`src/rtl/rpvt_pkg.sv`:
```
// Shared constants, register codes, pipeline tag type and arctangent table
// for the regular polygon vertex transform. No dependencies.
`default_nettype none

package rpvt_pkg;

  // Datapath widths
  localparam int ANGLE_BITS    = 16;
  localparam int CORDIC_STAGES = 16;
  localparam int STAGE_W       = $clog2(CORDIC_STAGES);
  localparam int COUNT_W       = 9;
  localparam int RADIUS_W      = 16;
  localparam int ROT_W         = 16;
  localparam int SCALE_W       = 24;
  localparam int POS_W         = 16;
  localparam int GAIN_W        = 30;
  localparam int Z_W           = 32;
  localparam int XY_W          = 34;
  localparam int CFG_IDX_W     = 3;
  localparam int CFG_DATA_W    = 24;

  // Divider cells, angle stage, CORDIC cells, two output stages
  localparam int LATENCY = ANGLE_BITS + CORDIC_STAGES + 3;

  // CORDIC gain 0.60725... in Q30
  localparam logic [GAIN_W-1:0] GAIN_Q30 = 30'd652032874;

  // Configuration register indexes
  localparam logic [CFG_IDX_W-1:0] REG_VERTEX_COUNT = 3'd0;
  localparam logic [CFG_IDX_W-1:0] REG_RADIUS       = 3'd1;
  localparam logic [CFG_IDX_W-1:0] REG_ROTATION     = 3'd2;
  localparam logic [CFG_IDX_W-1:0] REG_SCALE_X      = 3'd3;
  localparam logic [CFG_IDX_W-1:0] REG_SCALE_Y      = 3'd4;
  localparam logic [CFG_IDX_W-1:0] REG_CENTER_X     = 3'd5;
  localparam logic [CFG_IDX_W-1:0] REG_CENTER_Y     = 3'd6;

  // Side information that rides along with each transaction
  typedef struct packed {
    logic valid;
    logic last;
    logic err;
    logic flip;
  } tag_t;

  // atan(2^-i) in 32-bit turn units
  localparam logic [Z_W-1:0] ATAN_TURNS [24] = '{
    32'h20000000, 32'h12E4051E, 32'h09FB385B, 32'h051111D4, 32'h028B0D43,
    32'h0145D7E1, 32'h00A2F61E, 32'h00517C55, 32'h0028BE53, 32'h00145F2F,
    32'h000A2F98, 32'h000517CC, 32'h00028BE6, 32'h000145F3, 32'h0000A2FA,
    32'h0000517D, 32'h000028BE, 32'h0000145F, 32'h00000A30, 32'h00000518,
    32'h0000028C, 32'h00000146, 32'h000000A3, 32'h00000051
  };

endpackage

`default_nettype wire

```
`src/rtl/rpvt_div_cell.sv`:
```
// One restoring-division cell: produces one quotient bit of index * 2^16 / count.
// Depends on rpvt_pkg.
`default_nettype none

module rpvt_div_cell (
  input  wire                              clk,
  input  wire                              rst_n,
  input  rpvt_pkg::tag_t                   tag_i,
  input  wire [rpvt_pkg::COUNT_W-1:0]      rem_i,
  input  wire [rpvt_pkg::ANGLE_BITS-1:0]   quo_i,
  input  wire [rpvt_pkg::COUNT_W-1:0]      den_i,
  output rpvt_pkg::tag_t                   tag_o,
  output logic [rpvt_pkg::COUNT_W-1:0]     rem_o,
  output logic [rpvt_pkg::ANGLE_BITS-1:0]  quo_o
);

  rpvt_pkg::tag_t                   tag_r;
  logic [rpvt_pkg::COUNT_W-1:0]     rem_r, rem_nxt;
  logic [rpvt_pkg::ANGLE_BITS-1:0]  quo_r, quo_nxt;
  logic [rpvt_pkg::COUNT_W:0]       rem_dbl;
  logic [rpvt_pkg::COUNT_W:0]       rem_diff;
  logic                             ge;

  always_comb begin
    rem_dbl  = {rem_i, 1'b0};
    rem_diff = rem_dbl - {1'b0, den_i};
    ge       = (rem_dbl >= {1'b0, den_i});
    rem_nxt  = ge ? rem_diff[rpvt_pkg::COUNT_W-1:0] : rem_dbl[rpvt_pkg::COUNT_W-1:0];
    quo_nxt  = {quo_i[rpvt_pkg::ANGLE_BITS-2:0], ge};
  end

  always_ff @(posedge clk) begin
    if (!rst_n) begin
      tag_r <= '0;
    end else begin
      tag_r <= tag_i;
    end
  end

  always_ff @(posedge clk) begin
    rem_r <= rem_nxt;
    quo_r <= quo_nxt;
  end

  assign tag_o = tag_r;
  assign rem_o = rem_r;
  assign quo_o = quo_r;

endmodule

`default_nettype wire

```
`config.mk`:
```
export PLATFORM = sky130hd
export DESIGN_NAME = rpvt_div_cell
export DESIGN_NICKNAME = d
export VERILOG_FILES = /design/src/rtl/rpvt_pkg.sv /design/src/rtl/rpvt_div_cell.sv
export SDC_FILE = /design/constraint.sdc
export NUM_CORES = 1
export LEC_CHECK = 0
export BUFFER_PORTS_ARGS = -buffer_cell sky130_fd_sc_hd__buf_4
export CAP_MARGIN = 20
export CORE_MARGIN = 2
export CORE_UTILIZATION = 46
export DETAILED_ROUTE_END_ITERATION = 8
export PLACE_DENSITY_LB_ADDON = 0.12
export SYNTH_ARGS = -nofsm -noshare
export SYNTH_HDL_FRONTEND = slang
export SYNTH_SLANG_ARGS = --single-unit
```
`constraint.sdc`:
```
create_clock -name clk -period 3 [get_ports clk]
set_input_delay 0.6 -clock clk [delete_from_list [all_inputs] [get_ports clk]]
set_output_delay 0.6 -clock clk [all_outputs]
set_load 0.01 [all_outputs]
```
==> results of run 1 <==
-- registers in the layout, indices dropped and copies added, names as in the netlist --
signal / count
quo_o: 16
rem_o: 9
tag_o: 4
-- report_power, final --
group	switching (mW)	total (mW)	internal, mW
combinational	0.111	0.256	0.145
clock	0.119	0.229	0.110
sequential	0.0102	0.436	0.426
total	0.240	0.922	0.682
-- layout make-up --
type	instances	area, um2
Fill cell	211	682
Sequential cell	29	581
Multi-Input combinational cell	70	576
Timing Repair Buffer	67	503
Clock buffer	7	55.1
Inverter	11	43.8
Tap cell	30	37.5
-- metrics by stage --
step / total power, mW / util
final: 0.922 / 0.725
after global routing: 0.981 / 0.725
after CTS: 0.936 / 0.725
after detailed placement: 0.704 / 0.703
after global placement: 0.697 / 0.703
after floorplan: 0.582 / -
-- synth_stat cells, drive strengths merged, types with 3 or more instances --
master	n
a21oi	7
dfxtp	29
mux2	4
nand2	3
xnor2	3
a21o	3
nor2	5
o21ai	7
inv	11
and2	5
ha	9
-- metal layers --
metal  global-route usage  part of all wire  wire [um]
met1                0.185              0.39        968
met5                    0                 0          0
met2                0.290              0.45       1110
met4                0.110             0.027         67
met3               0.0753              0.13        307
-- how the worst max path moves through the flow --
stage	from	endpoint	slack [ps]
3_3_place_gp	rem_i[0]	rem_o[5]$_DFF_P_	560
5_1_grt	rem_i[0]	rem_o[5]$_DFF_P_	810
3_5_place_dp	rem_i[0]	rem_o[6]$_DFF_P_	530
2_1_floorplan	rem_i[0]	rem_o[3]$_DFF_P_	750
6_report	rem_i[0]	rem_o[4]$_DFF_P_	880
4_1_cts	rem_i[0]	rem_o[4]$_DFF_P_	870
-- kinds of logic (layout without fill, tap and decap cells) --
| logic type | after synthesis | count (layout) |
|---|---|---|
| multiplexers | 4 | 4 |
| adder cells (fa/ha/maj) | 10 | 10 |
| flip-flops | 29 | 29 |
| AND/OR/NAND/NOR | 28 | 28 |
| XOR/XNOR | 5 | 5 |
| buffers and inverters | 11 | 85 |
| AO/OA/AOI/OAI | 23 | 23 |
-- cells in the final DEF (no fill, tap or decap), types with 2 or more instances in the layout --
| master | instances |
|---|---|
| buf_4 | 67 |
| dfxtp_1 | 29 |
| inv_1 | 10 |
| ha_1 | 9 |
| o21ai_0 | 7 |
| and2_1 | 5 |
| a21oi_1 | 5 |
| clkbuf_4 | 5 |
| nor2_1 | 4 |
| mux2_4 | 4 |
| a21o_1 | 3 |
| xnor2_1 | 3 |
| a21oi_2 | 2 |
| nand2b_1 | 2 |
| nand2_1 | 2 |
| o21a_1 | 2 |
| xor2_1 | 2 |
| nand3b_1 | 2 |
==> impl_metrics.env, run 1 <==
export IMPL_crit_path_cell_trace="buf_4, ha_1, ha_1, and3_1, nand3_1, nor4b_4, or2_4, inv_4, mux2_4"
export IMPL_cp_start_kind="primary input"
export IMPL_max_stage_delay_ps=300
export IMPL_maxSlewViolCount=0
export IMPL_vias_per_cell=4.78
export IMPL_async_flop_share=0
export IMPL_drt_first_pass_iters=4
export IMPL_grt_pass1_vias=878
export IMPL_syn_to_final_growth_pct=49.6
export IMPL_power_leakage_nw=0.911
export IMPL_fin_crit_sh=0.706
export IMPL_path_buf_inv=2
export IMPL_max_slew_margin_rel=0.641
export IMPL_worst_setup_path_type="in -> reg"
export IMPL_synth_avg_cell_area_um2=10.9
export IMPL_worst_path_stages=9
export IMPL_gp_congestion=0.787
export IMPL_synth_largest_area_cell="dfxtp_1"
export IMPL_synth_top_area_frac=0.484
export IMPL_clock_sinks=29
export IMPL_min_period_ps=2120
export IMPL_synth_top_family_by_area="simple AND/OR/NAND/NOR gates"
export IMPL_synth_seq_cells=29
export IMPL_whs_ps=380
export IMPL_ir_drop_uv=375
export IMPL_cp_common_cell="ha_1"
export IMPL_routed_wl_mm=2.45
export IMPL_diodes=0
export IMPL_setup_viol=0
export IMPL_synth_cell_type_count=35
export IMPL_dpl_worst_slack_ps=532
export IMPL_track_usage=0.176
export IMPL_path_clk_slew_ps=80
export IMPL_cts_buffers=5
export IMPL_cts_tree="built"
export IMPL_yosys_area_share_simple=0.160
export IMPL_die_y_um=55.1
export IMPL_grt_max_degree=9
export IMPL_ios=69
export IMPL_avgRoutedWirePerCell_um=11.5
export IMPL_synth_nets=160
export IMPL_layoutNonFillerInstCount=214
export IMPL_p_per_area_nw_per_um2=513
export IMPL_required_ps=3210
export IMPL_start_util=0.484
export IMPL_drt_iter0_drc=4
export IMPL_synth_edf_count=0
export IMPL_synth_top_flop_cell="dfxtp_1"
export IMPL_rsz0062_at_grt="false"
export IMPL_syn_area_um2=1200
export IMPL_synth_area_top_cells="dfxtp_1 (48%), ha_1 (9.4%), mux2_4 (5.0%)"
export IMPL_drive_gt1_frac=0.462
export IMPL_synth_fa_ha_area_frac=0.111
export IMPL_core_um2=2480
export IMPL_cp_end_kind="flop"
export IMPL_fmax_mhz=472
export IMPL_finalNetCount=234
export IMPL_cts_root_buf="clkbuf_4"
export IMPL_finalSetupTns_ps=0
export IMPL_tightest_slew_ps=537
export IMPL_ys_seq_area_frac=0.484
export IMPL_cp_max_fo=5
export IMPL_holdPathStages=1
export IMPL_drc_errors=0
export IMPL_vias=1022
export IMPL_fin_ws_ps=881
export IMPL_clockBufferDepth=2
export IMPL_crit_arrival_ps=2330
export IMPL_hold_start="quo_i[14]"
export IMPL_dp_cells=207
export IMPL_dpl_hpwl_mm=2.03
export IMPL_synthMuxAreaShare=0.0501
export IMPL_holdCritPathClass="in -> reg"
export IMPL_status="complete, no violations"
export IMPL_postCtsSetupRepairBufs=0
export IMPL_antenna_found_initial=0
export IMPL_portBuffers=67
export IMPL_drtAntennaViolNets=0
export IMPL_cp_top_family="simple AND/OR/NAND/NOR gates"
export IMPL_die_w_um=55.1
export IMPL_synth_xor_area_frac=0.0365
export IMPL_yosys_warnings=0
export IMPL_hold_viol=0
export IMPL_max_cap_viol_count=0
export IMPL_cts_hold_buf=0
export IMPL_ctsResizeCount=0
export IMPL_slowest_stage="ha_1"
export IMPL_final_area_um2=1800
export IMPL_postPlaceCellArea_um2=1740
export IMPL_rows=18
export IMPL_min_to="quo_o[15]$_DFF_P_"
export IMPL_die_area_um2=3030
export IMPL_grt_pass1_wl_mm=3.66
export IMPL_synth_cells=110
export IMPL_htreeDepth=2
export IMPL_overflow=0
export IMPL_synth_compound_area_share=0.123
Power figures use the tool's default switching activity.
==> inputs of run 2 (changes only) <==
--- a/config.mk
+++ b/config.mk
@@ -8,7 +8,7 @@
 export BUFFER_PORTS_ARGS = -buffer_cell sky130_fd_sc_hd__buf_4
 export CAP_MARGIN = 20
 export CORE_MARGIN = 2
-export CORE_UTILIZATION = 46
+export CORE_UTILIZATION = 43
 export DETAILED_ROUTE_END_ITERATION = 8
 export PLACE_DENSITY_LB_ADDON = 0.12
 export SYNTH_ARGS = -nofsm -noshare
==> constraint.sdc (replaced) <==
create_clock -name clk -period 2.1 [get_ports clk]
set_input_delay 0.42 -clock clk [delete_from_list [all_inputs] [get_ports clk]]
set_output_delay 0.42 -clock clk [all_outputs]
set_load 0.01 [all_outputs]
==> run 2 against run 1 <==
Against the previous run:
- non-clock buffer count increased by 9
- final area increased by 3.6%
- sequential share of layout area decreased by 1.1 points
- critical path type unchanged
- critical endpoint is now rem_o[5]$_DFF_P_
- largest power group unchanged
==> impl_metrics.env, run 2 (synthesis gave the netlist of run 1 again) <==
export IMPL_drt_first_pass_iters=4
export IMPL_finalNetCount=243
export IMPL_die_y_um=56.8
export IMPL_grt_max_degree=10
export IMPL_ir_drop_uv=461
export IMPL_cts_root_buf="clkbuf_4"
export IMPL_worst_setup_path_type="in -> reg"
export IMPL_die_area_um2=3230
export IMPL_track_usage=0.158
export IMPL_cts_buffers=5
export IMPL_status="complete, no violations"
export IMPL_diodes=0
export IMPL_core_um2=2710
export IMPL_portBuffers=67
export IMPL_drtAntennaViolNets=0
export IMPL_max_cap_viol_count=0
export IMPL_path_clk_slew_ps=80
export IMPL_final_area_um2=1860
export IMPL_ios=69
export IMPL_grt_pass1_vias=979
export IMPL_tightest_slew_ps=367
export IMPL_hold_viol=0
export IMPL_cp_startpoint="rem_i[0]"
export IMPL_layout_commonest_cell="buf_4"
export IMPL_postPlaceCellArea_um2=1810
export IMPL_fmax_mhz=526
export IMPL_grt_pass1_wl_mm=3.97
export IMPL_rows=19
export IMPL_cts_tree="built"
export IMPL_clock_sinks=29
export IMPL_multi_input_area_um2=576
export IMPL_gp_congestion=0.757
export IMPL_max_slew_margin_rel=0.755
export IMPL_start_util=0.443
export IMPL_vias_per_cell=4.78
export IMPL_drc_errors=0
export IMPL_dpl_worst_slack_ps=-136
export IMPL_cp_start_kind="primary input"
export IMPL_post_route_util=0.687
export IMPL_cts_hold_buf=0
export IMPL_cp_max_fo=5
export IMPL_antenna_found_initial=0
export IMPL_rsz0062_at_grt="false"
export IMPL_holdPathStages=1
export IMPL_layout_common_cells="buf_4 (76), dfxtp_1 (29), inv_1 (10)"
export IMPL_clockBufferDepth=2
export IMPL_routed_wl_mm=2.50
export IMPL_syn_to_final_growth_pct=55.1
export IMPL_overflow=0
export IMPL_required_ps=2300
export IMPL_seqCellArea_um2=581
export IMPL_drt_iter0_drc=26
export IMPL_htreeDepth=2
export IMPL_setup_viol=0
export IMPL_maxSlewViolCount=0
export IMPL_endpoint="rem_o[5]$_DFF_P_"
export IMPL_crit_arrival_ps=2100
export IMPL_die_w_um=56.8
export IMPL_dpl_hpwl_mm=2.10
export IMPL_p_per_area_nw_per_um2=707
export IMPL_cp_end_kind="flop"
export IMPL_min_period_ps=1900
export IMPL_postCtsSetupRepairBufs=0
export IMPL_power_leakage_nw=0.955
export IMPL_ctsResizeCount=0
export IMPL_fillers=225
export IMPL_largest_reg_flops=16
export IMPL_avgRoutedWirePerCell_um=11.1
export IMPL_vias=1075
export IMPL_drive_gt1_frac=0.490
export IMPL_fin_crit_sh=0.905
export IMPL_fin_ws_ps=200
export IMPL_holdCritPathClass="in -> reg"
-- run 2: changes by cell type in the layout (fill, tap and decap cells not counted) --
cell | before | now
buf_4 | 67 | 76
clkbuf_8 | 1 | 0
clkinv_2 | 0 | 2
-- run 2: through the flow --
step                instances  power [mW]  hold slack, ps  setup TNS [ps]
floorplan                 110       0.831             448               0
global placement          217        1.02             525            -516
detailed placement        217        1.03             526            -731
CTS                       225        1.33             196               0
global route              225        1.39             186               0
finish                    225        1.32             208               0
-- run 2: critical path, cell delays in order --
cell and delay, ps:
buf_4 90, inv_1 50, fa_1 440, nand2b_1 190
a21oi_2 210, nor4b_4 70, or2_4 250, inv_4 90
mux2_4 290
-- run 2: report_power, final --
| group | switching, mW | leakage, nW | internal [mW] |
|---|---|---|---|
| clock network | 0.176 | 0.0320 | 0.127 |
| logic | 0.162 | 0.678 | 0.226 |
| registers | 0.0156 | 0.244 | 0.609 |
| total | 0.354 | 0.955 | 0.962 |
-- run 2: layer usage --
metal | wire length (um) | vias up | track usage
met2 | 1130 | 66 | 0.251
met1 | 1020 | 458 | 0.191
met3 | 289 | 7 | 0.0576
met4 | 56 | 0 | 0.0698
li1 | - | 544 | -
met5 | 0 | - | 0
-- run 2: layout make-up --
type	instances	area share
clock inverters	2	0.00538
flip-flops and latches	29	0.312
clock buffers	6	0.0222
repair buffers	76	0.307
inverters	11	0.0235
well taps	31	0.0208
multi-input cells	70	0.309
-- run 2: worst min-delay path by stage --
| stage | from | end | slack, ps |
|---|---|---|---|
| floorplan | quo_i[9] | quo_o[10]$_DFF_P_ | 450 |
| global placement | quo_i[14] | quo_o[15]$_DFF_P_ | 520 |
| detailed placement | quo_i[1] | quo_o[2]$_DFF_P_ | 530 |
| CTS | quo_i[1] | quo_o[2]$_DFF_P_ | 200 |
| global route | quo_i[12] | quo_o[13]$_DFF_P_ | 190 |
| finish | quo_i[3] | quo_o[4]$_DFF_P_ | 210 |
