===== src/rtl/rpvt_pkg.sv =====
// Shared constants, register codes, pipeline tag type and arctangent table
// for the regular polygon vertex transform. No dependencies.
`default_nettype none

package rpvt_pkg;

  // Datapath widths
  localparam int ANGLE_BITS    = 16;
  localparam int CORDIC_STAGES = 16;
  localparam int STAGE_W       = $clog2(CORDIC_STAGES);
  localparam int COUNT_W       = 9;
  localparam int RADIUS_W      = 16;
  localparam int ROT_W         = 16;
  localparam int SCALE_W       = 24;
  localparam int POS_W         = 16;
  localparam int GAIN_W        = 30;
  localparam int Z_W           = 32;
  localparam int XY_W          = 34;
  localparam int CFG_IDX_W     = 3;
  localparam int CFG_DATA_W    = 24;

  // Divider cells, angle stage, CORDIC cells, two output stages
  localparam int LATENCY = ANGLE_BITS + CORDIC_STAGES + 3;

  // CORDIC gain 0.60725... in Q30
  localparam logic [GAIN_W-1:0] GAIN_Q30 = 30'd652032874;

  // Configuration register indexes
  localparam logic [CFG_IDX_W-1:0] REG_VERTEX_COUNT = 3'd0;
  localparam logic [CFG_IDX_W-1:0] REG_RADIUS       = 3'd1;
  localparam logic [CFG_IDX_W-1:0] REG_ROTATION     = 3'd2;
  localparam logic [CFG_IDX_W-1:0] REG_SCALE_X      = 3'd3;
  localparam logic [CFG_IDX_W-1:0] REG_SCALE_Y      = 3'd4;
  localparam logic [CFG_IDX_W-1:0] REG_CENTER_X     = 3'd5;
  localparam logic [CFG_IDX_W-1:0] REG_CENTER_Y     = 3'd6;

  // Side information that rides along with each transaction
  typedef struct packed {
    logic valid;
    logic last;
    logic err;
    logic flip;
  } tag_t;

  // atan(2^-i) in 32-bit turn units
  localparam logic [Z_W-1:0] ATAN_TURNS [24] = '{
    32'h20000000, 32'h12E4051E, 32'h09FB385B, 32'h051111D4, 32'h028B0D43,
    32'h0145D7E1, 32'h00A2F61E, 32'h00517C55, 32'h0028BE53, 32'h00145F2F,
    32'h000A2F98, 32'h000517CC, 32'h00028BE6, 32'h000145F3, 32'h0000A2FA,
    32'h0000517D, 32'h000028BE, 32'h0000145F, 32'h00000A30, 32'h00000518,
    32'h0000028C, 32'h00000146, 32'h000000A3, 32'h00000051
  };

endpackage

`default_nettype wire


===== src/rtl/rpvt_cordic_cell.sv =====
// One CORDIC rotation cell: shift-add step on x, y and residual angle z.
// Depends on rpvt_pkg for widths and the arctangent table.
`default_nettype none

module rpvt_cordic_cell (
  input  wire                                   clk,
  input  wire                                   rst_n,
  input  wire [rpvt_pkg::STAGE_W-1:0]           stage_i,
  input  rpvt_pkg::tag_t                        tag_i,
  input  wire signed [rpvt_pkg::XY_W-1:0]       x_i,
  input  wire signed [rpvt_pkg::XY_W-1:0]       y_i,
  input  wire signed [rpvt_pkg::Z_W-1:0]        z_i,
  output rpvt_pkg::tag_t                        tag_o,
  output logic signed [rpvt_pkg::XY_W-1:0]      x_o,
  output logic signed [rpvt_pkg::XY_W-1:0]      y_o,
  output logic signed [rpvt_pkg::Z_W-1:0]       z_o
);

  rpvt_pkg::tag_t                    tag_r;
  logic signed [rpvt_pkg::XY_W-1:0]  x_r, x_nxt, y_r, y_nxt, dx, dy;
  logic signed [rpvt_pkg::Z_W-1:0]   z_r, z_nxt, atan;
  logic [4:0]                        tab_idx;

  always_comb begin
    tab_idx = 5'(stage_i);
    atan    = $signed(rpvt_pkg::ATAN_TURNS[tab_idx]);
    dx      = y_i >>> stage_i;
    dy      = x_i >>> stage_i;
    // rotate toward zero residual angle
    if (z_i >= 0) begin
      x_nxt = x_i - dx;
      y_nxt = y_i + dy;
      z_nxt = z_i - atan;
    end else begin
      x_nxt = x_i + dx;
      y_nxt = y_i - dy;
      z_nxt = z_i + atan;
    end
  end

  always_ff @(posedge clk) begin
    if (!rst_n) begin
      tag_r <= '0;
    end else begin
      tag_r <= tag_i;
    end
  end

  always_ff @(posedge clk) begin
    x_r <= x_nxt;
    y_r <= y_nxt;
    z_r <= z_nxt;
  end

  assign tag_o = tag_r;
  assign x_o   = x_r;
  assign y_o   = y_r;
  assign z_o   = z_r;

endmodule

`default_nettype wire


===== config.mk =====
export PLATFORM = sky130hd
export DESIGN_NAME = rpvt_cordic_cell
export DESIGN_NICKNAME = d
export VERILOG_FILES = /design/src/rtl/rpvt_pkg.sv /design/src/rtl/rpvt_cordic_cell.sv
export SDC_FILE = /design/constraint.sdc
export NUM_CORES = 1
export LEC_CHECK = 0
export BUFFER_PORTS_ARGS = -buffer_cell sky130_fd_sc_hd__buf_2
export CORE_UTILIZATION = 28
export CTS_CLUSTER_DIAMETER = 60
export DETAILED_ROUTE_END_ITERATION = 16
export SYNTH_ARGS = -nofsm -noshare
export SYNTH_HDL_FRONTEND = slang
export SYNTH_SLANG_ARGS = --single-unit
export TNS_END_PERCENT = 1

===== constraint.sdc =====
create_clock -name clk -period 8.97 [get_ports clk]
set_input_delay 1.3455 -clock clk [delete_from_list [all_inputs] [get_ports clk]]
set_output_delay 1.3455 -clock clk [all_outputs]
set_load 0.005 [all_outputs]

==> summary.md, run 1 <==
| Metric | Value |
|---|---|
| Run status | `complete, no violations` |
| DIE AREA | `0.04649 mm^2` |
| Total routed wirelength | `42.85 mm` |
| Number of detailed-route iterations in the first pass | `5` |
| TritonCTS sink count | `104` |
| Final antenna-violating net count | `0` |
| Synth area leader | `sky130_fd_sc_hd__dfxtp_1` |
| Most common cell after layout, fill and taps aside | `sky130_fd_sc_hd__buf_2` |
| Total non-filler cell area in the finished layout | `0.01465 mm^2` |
| Main flop type after synthesis | `sky130_fd_sc_hd__dfxtp_1` |
| Number of stages on the worst hold path | `2` |
| Overall Global Routing Usage | `18.44%` |
| Kind of start point of the critical path | `input port` |
| Fmax | `138.8 MHz` |
| Die span in y | `215.6 um` |
| Number of CTS-inserted buffers | `9` |
| Die X-Extent | `215.6 um` |
| Final period demand of the worst path | `7205 ps` |
| Number of nets in the synthesized netlist | `1768` |
| Final #Nets | `1934` |
| Count of cell instances traversed by the critical path | `20` |
| Placed Instance Area | `0.01435 mm^2` |
| Worst path required time | `9250 ps` |
| Top post-synthesis cells by area | `sky130_fd_sc_hd__dfxtp_1 (16%), sky130_fd_sc_hd__mux4_2 (11%), sky130_fd_sc_hd__ha_1 (10%), sky130_fd_sc_hd__xnor2_1 (7.8%), sky130_fd_sc_hd__a21oi_1 (4.8%)` |
| Number of hold buffers added after CTS | `0` |
| Power density normalized to cell area | `173.5 mW/mm^2` |
| Reported leakage power | `6.233 nW` |
| Synth-to-layout area growth | `14.69%` |
| Routed len/inst | `18.50 um` |
| Initial antenna violation count | `4` |
| Share of final-layout standard cells stronger than drive strength 1 | `21.09%` |
| Category of cells accounting for the largest share of critical-path delay | `compound AO/OA/AOI/OAI gates` |
| Detail-routed via count per cell | `5.332` |
| Sum Neg Setup Slack | `0 ps` |
| Flop and latch count out of synthesis | `104` |
| Gate Count Post-Synth | `1551` |
| Final setup slack of the worst path | `1765 ps` |
| Number of synthesized flops with an enable pin | `0` |
| Std-Cell Rows | `77` |
| IO buf count | `213` |
| Count of distinct cell types in the synthesized netlist | `78` |
| Clock tree from TritonCTS | `done` |
| Unrepaired setup endpoints after global routing | `no` |
| Maximum buffer depth of the clock tree | `2` |
| Cell with the biggest individual delay on the critical path | `sky130_fd_sc_hd__inv_1` |
| CTS H-tree lvls | `3` |
| Vias | `12350` |
| Type of the setup path with the least slack | `input port to register` |
| Share of synthesized registers carrying an async set or reset | `0%` |
| Min-Delay Path Class | `input port to register` |
| Most frequent cells in the layout | `sky130_fd_sc_hd__buf_2 (211), sky130_fd_sc_hd__nand2_1 (154), sky130_fd_sc_hd__nor2_1 (126), sky130_fd_sc_hd__a21oi_1 (123)` |
| VDD IR-drop max | `128.0 uV` |
| Slew HR | `22.31%` |
| Crit. End Element | `register` |
| Highest net fanout along the worst path | `80` |
| Peak per-stage delay on the critical path | `720 ps` |
| # Post-CTS Setup Buffers | `0` |
| Max-slew violations | `0` |
| Synthesis Warnings | `0` |
| Worst Hold Margin | `1156 ps` |
| Count of fill cells added during filler insertion | `4705` |
| Max-cap violations | `0` |
| Number of gates resized after cts | `0` |
| Signal arrival time at the worst endpoint | `7490 ps` |
| DRC errors left | `0` |
| Number of buffers and inverters on the critical path | `2` |
| Placer Congestion | `0.8921` |
| Global-route wire length before repair | `66.90 mm` |
| Final std cells w/o fill | `2316` |
| Starting utilization of the core area | `28.64%` |
| Least-Margin Pin Slew | `1165 ps` |
| Initial DRC Count | `984` |
| Syn Area/Cell | `8.237 um^2` |
| Final Hold Viols | `0` |
| Part of the Yosys area used for sequential elements | `16.30%` |
| Via count of the first global-routing pass | `11910` |
| Cell area after synthesis | `0.01278 mm^2` |
| Post-synth top area share | `16.30%` |
| Cell chain of the critical path | `buf_4 -> inv_1 -> a2111oi_0 -> o31a_1 -> a2bb2oi_1 -> or4_1 -> or3_1 -> o21ai_0 -> xnor2_1 -> ha_1 -> nand3_1 -> nor2_1 -> nand3_1 -> o211ai_1 -> a31oi_1 -> o31ai_1 -> a41oi_1 -> o21bai_1 -> a21oi_1 -> xnor2_1` |
| Final-report setup violation count | `0` |
| Buffer cell driving the clock tree root | `sky130_fd_sc_hd__clkbuf_16` |
| Final HPWL from detailed placement | `34.85 mm` |
| CTS clk-pin slew, worst paths | `70 ps` |
| Total I/O pin count | `214` |
| Core Area | `0.04461 mm^2` |
| Remaining Overflow, GRT | `0` |
| Pin count of the biggest net entering global routing | `81` |
| DP Worst Slack | `1460 ps` |
| Inst Count DP | `2298` |
| Final Cycle Share | `80.33%` |
Yosys cell counts, drive strengths merged, types with 41 or more instances:
cell type	number
a21o	43
a21oi	123
buf	41
mux4	63
inv	42
xnor2	114
nand2	154
ha	104
nor2	126
o21ai	116
dfxtp	104
xor2	67
mux2i	51
area by class of cell:
class,count,area (um^2),share of cell area [%]
tap,592,740.7,5.055
sequential,104,2082,14.21
clock buffer,9,225.2,1.537
inverter,42,157.7,1.076
clock inverter,6,68.82,0.4696
multi-input combinational,1332,10190,69.52
antenna,3,7.507,0.05123
timing repair buffer,228,1184,8.078
logic make-up after synthesis:
family | Yosys count | synth area share (%)
AND/OR/NAND/NOR | 452 | 16.46
AO/OA/AOI/OAI | 438 | 21.58
XOR/XNOR | 181 | 12.41
multiplexers | 154 | 18.63
buffers and inverters | 115 | 3.966
adder cells (fa/ha/maj) | 107 | 10.66
flip-flops | 104 | 16.30
registers in the layout, summed over array words and instances, names as in the netlist:
name and count:
tag_o 4, x_o 34, y_o 34, z_o 32
power breakdown:
group | leakage (nW) | internal, mW | switching [mW] | total [mW]
Sequential | 0.877 | 0.668 | 0.0461 | 0.714
Clock | 0.130 | 0.215 | 0.197 | 0.413
Combinational | 5.23 | 0.644 | 0.772 | 1.42
Total | 6.23 | 1.53 | 1.02 | 2.54
worst paths after layout:
check                  start       end  slack (ps)
setup / recovery  stage_i[3]   y_o[32]        1760
hold / removal      tag_i[2]  tag_o[2]        1160
metrics by stage:
step / utilization (%) / total power [mW]
after detailed placement: 32.17 / 2.157
after CTS: 32.83 / 2.594
after global placement: 32.17 / 2.151
after global routing: 32.85 / 2.766
final: 32.85 / 2.542
after floorplan: - / 1.660
layer usage:
layer	GRT usage (%)	part of all wire, %	vias up
li1	-	-	6028
met1	21.76	41	5847
met2	32.14	50	407
met3	3.946	5.6	64
met4	7.660	3.8	2
met5	0	0.019	-
Note: power is estimated with default switching activity, not from simulation.
==> inputs of run 2 (changes only) <==
==> constraint.sdc (replaced) <==
create_clock -name clk -period 6.7 [get_ports clk]
set_input_delay 1.005 -clock clk [delete_from_list [all_inputs] [get_ports clk]]
set_output_delay 1.005 -clock clk [all_outputs]
set_load 0.005 [all_outputs]
==> run 2 against run 1 <==
  * Sequential share of layout area fell by 0.41 points
  * Worst hold slack got worse by 350 ps
  * Via count rose by 1.9%
  * Critical path depth rose by 1
  * Sequential power rose by 36%
  * Flip-flop and latch count did not move
  * Final cell count rose by 2.1%
  * Routed wire length rose by 6.2%
  * Total power rose by 37%
  * Non-clock buffer count rose by 49
  * Count of clock-buffer cells in the layout rose by 1
==> summary.md, run 2 (synthesized netlist as in run 1, its figures left out) <==
| Metric | Value |
|---|---|
| Vias | `12580` |
| Worst Hold Margin | `804.8 ps` |
| Cell chain of the critical path | `buf_4 -> mux4_2 -> mux2_2 -> a221oi_1 -> buf_4 -> and3b_1 -> nand3_1 -> nand2_1 -> xnor2_1 -> ha_1 -> a21o_1 -> a21o_1 -> a21o_1 -> a31o_2 -> a221o_1 -> a311oi_1 -> buf_4 -> o21ai_0 -> a211oi_1 -> a21oi_1 -> xor2_1` |
| Placed Instance Area | `0.01480 mm^2` |
| Reported leakage power | `6.501 nW` |
| Least-Margin Pin Slew | `794.7 ps` |
| Total non-filler cell area in the finished layout | `0.01509 mm^2` |
| Maximum buffer depth of the clock tree | `2` |
| Via count of the first global-routing pass | `12350` |
| Die span in y | `215.6 um` |
| DRC errors left | `0` |
| Kind of start point of the critical path | `input port` |
| Min-Delay Path Class | `input port to register` |
| Number of CTS-inserted buffers | `9` |
| Power density normalized to cell area | `230.1 mW/mm^2` |
| Clock tree from TritonCTS | `done` |
| Crit. End Element | `register` |
| M1 GR Usage | `22.82%` |
| Routed len/inst | `19.24 um` |
| Total I/O pin count | `214` |
| Total routed wirelength | `45.49 mm` |
| Fmax | `159.3 MHz` |
| Type of the setup path with the least slack | `input port to register` |
| Detail-routed via count per cell | `5.320` |
| TritonCTS sink count | `104` |
| Starting utilization of the core area | `28.64%` |
| Peak per-stage delay on the critical path | `630 ps` |
| # Post-CTS Setup Buffers | `0` |
| Most common cell after layout, fill and taps aside | `sky130_fd_sc_hd__buf_2` |
| Max-slew violations | `0` |
| Max-cap violations | `0` |
| Std-Cell Rows | `77` |
| Hold path endpoint | `tag_o[3]` |
| Number of gates resized after cts | `0` |
| Initial DRC Count | `988` |
| CTS H-tree lvls | `3` |
| Most frequent cells in the layout | `sky130_fd_sc_hd__buf_2 (211), sky130_fd_sc_hd__nand2_1 (154), sky130_fd_sc_hd__nor2_1 (126), sky130_fd_sc_hd__a21oi_1 (123)` |
| Final-report setup violation count | `0` |
| Run status | `complete, no violations` |
| Signal arrival time at the worst endpoint | `6560 ps` |
| Number of hold buffers added after CTS | `0` |
| Final Hold Viols | `0` |
| Final #Nets | `1983` |
| Synth-to-layout area growth | `18.08%` |
| Number of detailed-route iterations in the first pass | `6` |
| Core Util, Final | `33.82%` |
| Core Area | `0.04461 mm^2` |
| Hold_sp | `tag_i[3]` |
| Final antenna-violating net count | `0` |
| Sum Neg Setup Slack | `0 ps` |
| CTS clk-pin slew, worst paths | `70 ps` |
| Final Cycle Share | `93.70%` |
| Overall Global Routing Usage | `19.48%` |
| Number of stages on the worst hold path | `2` |
| Fraction of met3 tracks used by global routing | `4.045%` |
| Highest net fanout along the worst path | `34` |
| IO buf count | `213` |
| Pin count of the biggest net entering global routing | `104` |
| Final HPWL from detailed placement | `36.55 mm` |
| Placer Congestion | `0.9112` |
| VDD IR-drop max | `168.5 uV` |
| Final period demand of the worst path | `6278 ps` |
| Die X-Extent | `215.6 um` |
| Buffer cell driving the clock tree root | `sky130_fd_sc_hd__clkbuf_16` |
| DIE AREA | `0.04649 mm^2` |
| Share of final-layout standard cells stronger than drive strength 1 | `23.32%` |
| Overall power consumption | `3.471 mW` |
| Worst path required time | `6980 ps` |
| Global Route met2 Usage | `35.43%` |
| Global-route wire length before repair | `70.28 mm` |
| Initial antenna violation count | `3` |
| Gr busiest metal | `met2` |
| Unrepaired setup endpoints after global routing | `no` |
| Remaining Overflow, GRT | `0` |
| Cell with the biggest individual delay on the critical path | `sky130_fd_sc_hd__mux4_2` |
| Slew HR | `46.91%` |
[run 2: layout make-up]
class                      instances  area [um^2]
fill                            4723        29520
multi-input combinational       1332        10190
sequential                       104         2082
timing repair buffer             277         1627
tap                              592        740.7
clock buffer                      10        229.0
inverter                          42        157.7
clock inverter                     6        53.80
antenna                            1        2.502
[run 2: stage by stage]
step           std cells  worst slack, ps
4_1_cts             2363            478.3
6_report            2364            421.9
5_1_grt             2364            53.41
3_3_place_gp        2347            89.61
2_1_floorplan       1551           -32.05
3_5_place_dp        2347            88.61
[run 2: worst max-delay path, delay by kind of cell]
family / cells / cell delay, ps
buffers and inverters: 3 / 830
xor gates and xnor gates: 2 / 280
adders and majority gates: 1 / 260
AOI/OAI and AO/OA: 10 / 2590
and+or+nand+nor: 3 / 570
muxes: 2 / 970
[run 2: layer usage]
| metal | up-vias | share of wire (%) | routed length, um |
|---|---|---|---|
| met5 | - | 0.057 | 26 |
| met4 | 4 | 2.1 | 943 |
| met3 | 50 | 5.4 | 2461 |
| met2 | 380 | 51 | 23410 |
| met1 | 6016 | 41 | 18650 |
| li1 | 6127 | - | - |
[run 2: worst max-delay path by stage]
stage | endpoint | from | cells after the start | slack (ps)
after detailed placement | x_o[33] | stage_i[0] | 17 | 90
after floorplan | y_o[33] | stage_i[2] | 25 | -30
final | x_o[32] | stage_i[0] | 21 | 420
after global placement | x_o[32] | stage_i[0] | 21 | 90
after global routing | y_o[32] | stage_i[0] | 20 | 50
after CTS | x_o[32] | stage_i[0] | 21 | 480
[run 2: where the power goes]
group,total [mW],switching [mW],internal (mW)
sequential,0.969,0.0748,0.895
clock,0.531,0.274,0.257
combinational,1.97,1.06,0.911
total,3.47,1.41,2.06
